[src/sv/spvm_pkg.sv]
// Shared types, constants and helpers of the sample playback voice mixer.
// Depends on nothing; used by every module of the block.
`default_nettype none

package spvm_pkg;

  localparam int SAMPLE_DEPTH_DEF = 65536;
  localparam int SAMPLE_BITS_DEF  = 16;

  localparam int POS_W      = 34;
  localparam int FRAC_W     = 16;
  localparam int POS_INT_W  = POS_W - FRAC_W;
  localparam int LEN_W      = 17;
  localparam int STEP_W     = 24;
  localparam int VOL_W      = 16;
  localparam int PAN_W      = 16;
  localparam int FACTOR_W   = 17;
  localparam int MIX_W      = 24;
  localparam int ACC_W      = 33;
  localparam int HALF_W     = 16;
  localparam int WORD_W     = 2 * HALF_W;
  localparam int CFG_IDX_W  = 3;
  localparam int CFG_DATA_W = 24;
  localparam int MOD_STEPS  = POS_INT_W;

  localparam logic [STEP_W-1:0] STEP_RESET   = 24'd65536;
  localparam logic [LEN_W-1:0]  LEN_RESET    = 17'd1;
  localparam logic [VOL_W-1:0]  VOL_RESET    = 16'd4096;
  localparam logic [PAN_W-1:0]  PAN_RESET    = 16'd0;
  localparam logic [FACTOR_W-1:0] FACTOR_MONO = 17'h10000;
  localparam logic signed [PAN_W+1:0] PAN_CENTER = 18'sd32768;

  localparam logic signed [ACC_W-1:0] ACC_MAX = 33'sd8388607;
  localparam logic signed [ACC_W-1:0] ACC_MIN = -33'sd8388608;

  typedef enum logic [1:0] {
    OP_LOAD   = 2'd0,
    OP_START  = 2'd1,
    OP_STOP   = 2'd2,
    OP_RENDER = 2'd3
  } op_t;

  typedef enum logic [CFG_IDX_W-1:0] {
    CFG_POSITION_STEP    = 3'd0,
    CFG_SOUND_LENGTH     = 3'd1,
    CFG_LOOP_ENABLE      = 3'd2,
    CFG_SOURCE_IS_STEREO = 3'd3,
    CFG_OUTPUT_IS_STEREO = 3'd4,
    CFG_VOLUME_GAIN      = 3'd5,
    CFG_PAN_POSITION     = 3'd6
  } cfg_idx_t;

  typedef enum logic [3:0] {
    S_IDLE,
    S_DECODE,
    S_ADDR_MOD,
    S_WRITE,
    S_POS_MOD,
    S_READ0,
    S_READ1,
    S_LERP,
    S_INTERP,
    S_VOL,
    S_PAN,
    S_ACC,
    S_DONE
  } state_t;

  typedef struct packed {
    op_t                      opcode;
    logic [15:0]              load_address;
    logic signed [HALF_W-1:0] load_left;
    logic signed [HALF_W-1:0] load_right;
    logic signed [MIX_W-1:0]  mix_in_left;
    logic signed [MIX_W-1:0]  mix_in_right;
  } in_item_t;

  typedef struct packed {
    logic signed [MIX_W-1:0] mix_out_left;
    logic signed [MIX_W-1:0] mix_out_right;
    logic                    voice_playing;
  } out_item_t;

  typedef struct packed {
    logic capture;
    logic mod_start;
    logic mod_sel_pos;
    logic mem_write;
    logic pos_from_mod;
    logic rd_second;
    logic lerp;
    logic interp;
    logic vol;
    logic pan;
    logic acc;
    logic voice_start;
    logic voice_stop;
    logic out_load;
  } ctrl_cmd_t;

  typedef struct packed {
    op_t  op;
    logic addr_ok;
    logic active;
    logic len_zero;
    logic past_end;
    logic loop_en;
    logic mod_busy;
  } ctrl_status_t;

  function automatic logic signed [MIX_W-1:0] sat_mix(input logic signed [ACC_W-1:0] x);
    logic signed [MIX_W-1:0] r;
    if (x > ACC_MAX) begin
      r = ACC_MAX[MIX_W-1:0];
    end else if (x < ACC_MIN) begin
      r = ACC_MIN[MIX_W-1:0];
    end else begin
      r = x[MIX_W-1:0];
    end
    return r;
  endfunction

endpackage

`default_nettype wire

[src/sv/spvm_ctrl.sv]
// Controller state machine of the voice: sequences decode, memory access,
// remainder unit and arithmetic steps. Depends on spvm_pkg.
`default_nettype none

module spvm_ctrl (
  input  wire logic                  clk,
  input  wire logic                  rst,
  input  wire logic                  in_valid,
  output logic                       in_stall,
  input  wire logic                  out_stall,
  output logic                       out_valid,
  input  wire spvm_pkg::ctrl_status_t status,
  output spvm_pkg::ctrl_cmd_t        cmd
);

  spvm_pkg::state_t state, state_next;

  always_ff @(posedge clk) begin
    if (rst) begin
      state <= spvm_pkg::S_IDLE;
    end else begin
      state <= state_next;
    end
  end

  always_comb begin
    state_next = state;
    unique case (state)
      spvm_pkg::S_IDLE: begin
        if (in_valid) state_next = spvm_pkg::S_DECODE;
      end
      spvm_pkg::S_DECODE: begin
        unique case (status.op)
          spvm_pkg::OP_LOAD: begin
            state_next = status.addr_ok ? spvm_pkg::S_WRITE : spvm_pkg::S_ADDR_MOD;
          end
          spvm_pkg::OP_START, spvm_pkg::OP_STOP: begin
            state_next = spvm_pkg::S_DONE;
          end
          spvm_pkg::OP_RENDER: begin
            if (!status.active || status.len_zero) begin
              state_next = spvm_pkg::S_DONE;
            end else if (status.past_end) begin
              state_next = status.loop_en ? spvm_pkg::S_POS_MOD : spvm_pkg::S_DONE;
            end else begin
              state_next = spvm_pkg::S_READ0;
            end
          end
          default: state_next = spvm_pkg::S_DONE;
        endcase
      end
      spvm_pkg::S_ADDR_MOD: begin
        if (!status.mod_busy) state_next = spvm_pkg::S_WRITE;
      end
      spvm_pkg::S_WRITE:  state_next = spvm_pkg::S_DONE;
      spvm_pkg::S_POS_MOD: begin
        if (!status.mod_busy) state_next = spvm_pkg::S_READ0;
      end
      spvm_pkg::S_READ0:  state_next = spvm_pkg::S_READ1;
      spvm_pkg::S_READ1:  state_next = spvm_pkg::S_LERP;
      spvm_pkg::S_LERP:   state_next = spvm_pkg::S_INTERP;
      spvm_pkg::S_INTERP: state_next = spvm_pkg::S_VOL;
      spvm_pkg::S_VOL:    state_next = spvm_pkg::S_PAN;
      spvm_pkg::S_PAN:    state_next = spvm_pkg::S_ACC;
      spvm_pkg::S_ACC:    state_next = spvm_pkg::S_DONE;
      spvm_pkg::S_DONE: begin
        if (!out_valid || !out_stall) state_next = spvm_pkg::S_IDLE;
      end
      default: state_next = spvm_pkg::S_IDLE;
    endcase
  end

  always_comb begin
    cmd      = '0;
    in_stall = (state != spvm_pkg::S_IDLE);
    unique case (state)
      spvm_pkg::S_IDLE: begin
        cmd.capture = in_valid;
      end
      spvm_pkg::S_DECODE: begin
        unique case (status.op)
          spvm_pkg::OP_LOAD: begin
            cmd.mod_start = !status.addr_ok;
          end
          spvm_pkg::OP_START: begin
            cmd.voice_start = 1'b1;
          end
          spvm_pkg::OP_STOP: begin
            cmd.voice_stop = 1'b1;
          end
          spvm_pkg::OP_RENDER: begin
            if (status.active && !status.len_zero && status.past_end) begin
              cmd.mod_start   = status.loop_en;
              cmd.mod_sel_pos = status.loop_en;
              cmd.voice_stop  = !status.loop_en;
            end
          end
          default: begin
          end
        endcase
      end
      spvm_pkg::S_ADDR_MOD: begin
      end
      spvm_pkg::S_WRITE: begin
        cmd.mem_write = 1'b1;
      end
      spvm_pkg::S_POS_MOD: begin
        cmd.pos_from_mod = !status.mod_busy;
      end
      spvm_pkg::S_READ0: begin
      end
      spvm_pkg::S_READ1: begin
        cmd.rd_second = 1'b1;
      end
      spvm_pkg::S_LERP: begin
        cmd.lerp = 1'b1;
      end
      spvm_pkg::S_INTERP: begin
        cmd.interp = 1'b1;
      end
      spvm_pkg::S_VOL: begin
        cmd.vol = 1'b1;
      end
      spvm_pkg::S_PAN: begin
        cmd.pan = 1'b1;
      end
      spvm_pkg::S_ACC: begin
        cmd.acc = 1'b1;
      end
      spvm_pkg::S_DONE: begin
        cmd.out_load = !out_valid || !out_stall;
      end
      default: begin
      end
    endcase
  end

  // The output register is free once its word is taken.
  always_ff @(posedge clk) begin
    if (rst) begin
      out_valid <= 1'b0;
    end else if (cmd.out_load) begin
      out_valid <= 1'b1;
    end else if (!out_stall) begin
      out_valid <= 1'b0;
    end
  end

endmodule

`default_nettype wire

[config.mk]
export PLATFORM = sky130hd
export DESIGN_NAME = spvm_ctrl
export DESIGN_NICKNAME = d
export VERILOG_FILES = /design/src/sv/spvm_pkg.sv /design/src/sv/spvm_ctrl.sv
export SDC_FILE = /design/constraint.sdc
export NUM_CORES = 1
export LEC_CHECK = 0
export CAP_MARGIN = 40
export CORE_AREA = 4 4 41 43
export CTS_BUF_LIST = sky130_fd_sc_hd__clkbuf_16
export CTS_CLUSTER_SIZE = 20
export DETAILED_ROUTE_END_ITERATION = 10
export DIE_AREA = 0 0 45 47
export DONT_BUFFER_PORTS = 1
export GPL_ROUTABILITY_DRIVEN = 0
export PLACE_DENSITY_LB_ADDON = 0.2
export SLEW_MARGIN = 10
export SYNTH_ARGS = -nofsm -noshare
export SYNTH_HDL_FRONTEND = slang
export SYNTH_SLANG_ARGS = --single-unit
[constraint.sdc]
create_clock -name clk -period 3.55 [get_ports clk]
set_input_delay 0.5325 -clock clk [delete_from_list [all_inputs] [get_ports clk]]
set_output_delay 0.5325 -clock clk [all_outputs]
set_load 0.02 [all_outputs]
==> flow_summary.toml <==
[sta]
hold_violations = 0
rsz0062_at_grt = "false"
post-route-period-util_pct = 70.7
setup_viol = 0
setup_tns_ps = 0
drv_slew = 0
slew_headroom_pct = 40.9
skew_ps = 1.54
finalCriticalPeriod_ps = 2510
fmax_ghz = 0.398
worst_pin_slew_ps = 879

[yosys]
yosysWarnings = 0
synth.cell_area_um2 = 500
synth_cells = 73
synth_seq_area_share_pct = 20.0
syn_avg_cell_area_um2 = 6.86
syn_nets = 90
synth-seq-cells = 5
yosys.cell_types.count = 26

[final_layout]
final_common_cell = "nor2_1"
nFillCells = 150
final_cell_mix = "13 x nor2_1, 7 x a21oi_1"
drive_gt1_share_pct = 4.17
syn2layout_area_growth_pct = 15.2
final_nets = 90
diodes = 0

[critical_path]
cp_slowest_cell = "or4b_1"
critPathCaptureType = "primary output"
rr_startpoint = "state[1]"
crit_chain = "or4b_1 -> a211oi_1"
required_ps = 3020
startpoint = "state[1]"
critPathKind = "reg -> out"
startpoint_type = "flop"
crit_path_max_incr_delay_ps = 700
cp.arrival_ps = 1980
cp_max_fo = 15

[place]
dp_hpwl_um = 931
portBuffers = 0

[route]
drt_iter0_markers = 10
detail-route-antenna-nets = 0
route.met2.wl_um = 499
drcViolationCount = 0
maxUsedRoutingLayer = "met3"
firstDrtPassIters = 4
vias = 488
wl_met1_um = 528
route.met3.wl_um = 154
viasPerCell = 5.61
drt_wl_total_um = 1180
post_drt_wl_per_cell_um = 13.6

[clocking]
clock_latency_ps = 220
clk_pin_slew_ps = 30
root_buffer = "clkbuf_16"
cts_made_buffers = 3
cts_buffer_depth = 2
cts_sinks = 5
cts-hold-fix-buffers = 0
cts_tree = "built"
cts.repair.resized = 0
cts_max_level = 1
postCtsSetupBuffers = 0

[die]
die_y_um = 47
core_um2 = 1300
die_x_um = 45
fp-row-count = 13
io_pins = 28
dieArea_um2 = 2120
start_util_pct = 38.5

[global_route]
grt_pass1_vias = 418
overflow = 0
grt_util_all_layers_pct = 11.3
grt_max_degree = 16
grt_pass1_wl_um = 1750
antenna_found_initial = 0

[pwr]
ir_drop_v = 0.000341
total_power_uw = 468
power.leakage_uw = 0.000240
power_density_nw_per_um2 = 811

[status]
status = "finished clean"

[min_path]
hold_start = "rst"
hold_path_class = "in -> reg"

[job]
max_cap_violations = 0
-- metal layers --
layer  global-route usage [%]  up-vias
met5                        0        -
met4                     3.51        0
met3                     4.98        0
met2                     17.5       20
met1                     14.1      214
li1                         -      254
-- worst paths after layout --
kind | end | slack [ps] | cells after the start
max | cmd[12] | 1040 | 2
min | state[3] | 370 | 1
min reg2reg | out_valid | 640 | 2
max reg2reg | state[0] | 1980 | 3
-- sequential cells by signal, indices dropped and copies added (netlist names) --
signal     flops
out_valid      1
state          4
-- power by group --
group / switching (µW) / leakage [µW] / internal (µW) / total (µW)
Sequential: 52.9 / 0.0000410 / 73.7 / 127
Clock: 34.3 / 0.0000423 / 146 / 180
Combinational: 103 / 0.000157 / 58.2 / 161
Total: 190 / 0.000240 / 277 / 468
-- cells by family (layout without fill, tap and decap cells) --
logic type	Yosys count	count (layout)	share of synthesized area, %
buffers and inverters	9	8	7.25
flip-flops	5	5	20.0
AND/OR/NAND/NOR	34	34	35.0
AO/OA/AOI/OAI	19	19	23.5
adder cells (fa/ha/maj)	5	5	12.5
XOR/XNOR	1	1	1.75
-- cells in the mapped netlist --
| library cell | count | area share [%] |
|---|---|---|
| o311a_1 | 1 | 2.0 |
| ha_1 | 5 | 13 |
| nand2b_1 | 5 | 6.3 |
| clkbuf_1 | 3 | 2.2 |
| and3b_1 | 2 | 3.5 |
| nor4_1 | 1 | 1.3 |
| nor2_1 | 13 | 9.8 |
| o31ai_1 | 2 | 3.0 |
| a32oi_1 | 1 | 1.8 |
| xor2_1 | 1 | 1.8 |
| o31a_1 | 1 | 1.8 |
| dfxtp_1 | 5 | 20 |
| a22oi_1 | 1 | 1.5 |
| nor2b_1 | 1 | 1.3 |
| o21ai_0 | 3 | 3.0 |
| and3_1 | 1 | 1.3 |
| nor3_1 | 4 | 4.0 |
| buf_2 | 2 | 2.0 |
| inv_1 | 4 | 3.0 |
| nand3_1 | 2 | 2.0 |
| or4b_1 | 1 | 2.0 |
| nor3b_1 | 1 | 1.5 |
| a21oi_1 | 7 | 7.0 |
| a211oi_1 | 1 | 1.5 |
| o21ai_1 | 2 | 2.0 |
| nand2_1 | 3 | 2.2 |
-- critical path, delay by kind of cell (launching register included) --
kind,cells,cell delay (ps)
AOI/OAI and AO/OA,1,610
DFF,1,440
and+or+nand+nor,1,700
-- metrics by stage --
step                hold slack [ps]  worst slack [ps]  cell area (µm²)  cells  util (%)
floorplan                       577              1500              500     73         -
finish                          372              1040              577     87      44.3
global route                    374               952              577     87      44.3
global placement                604              1330              498     83      38.3
CTS                             370              1030              577     87      44.3
detailed placement              605              1280              498     83      38.3
-- cell type report --
class	count	area, µm²	area share, %
sequential	5	100	17.4
clock buffer	3	75.1	13.0
tap	15	18.8	3.25
inverter	4	15.0	2.60
clock inverter	1	3.75	0.651
multi-input combinational	59	364	63.1
Note: power is estimated with default switching activity, not from simulation.
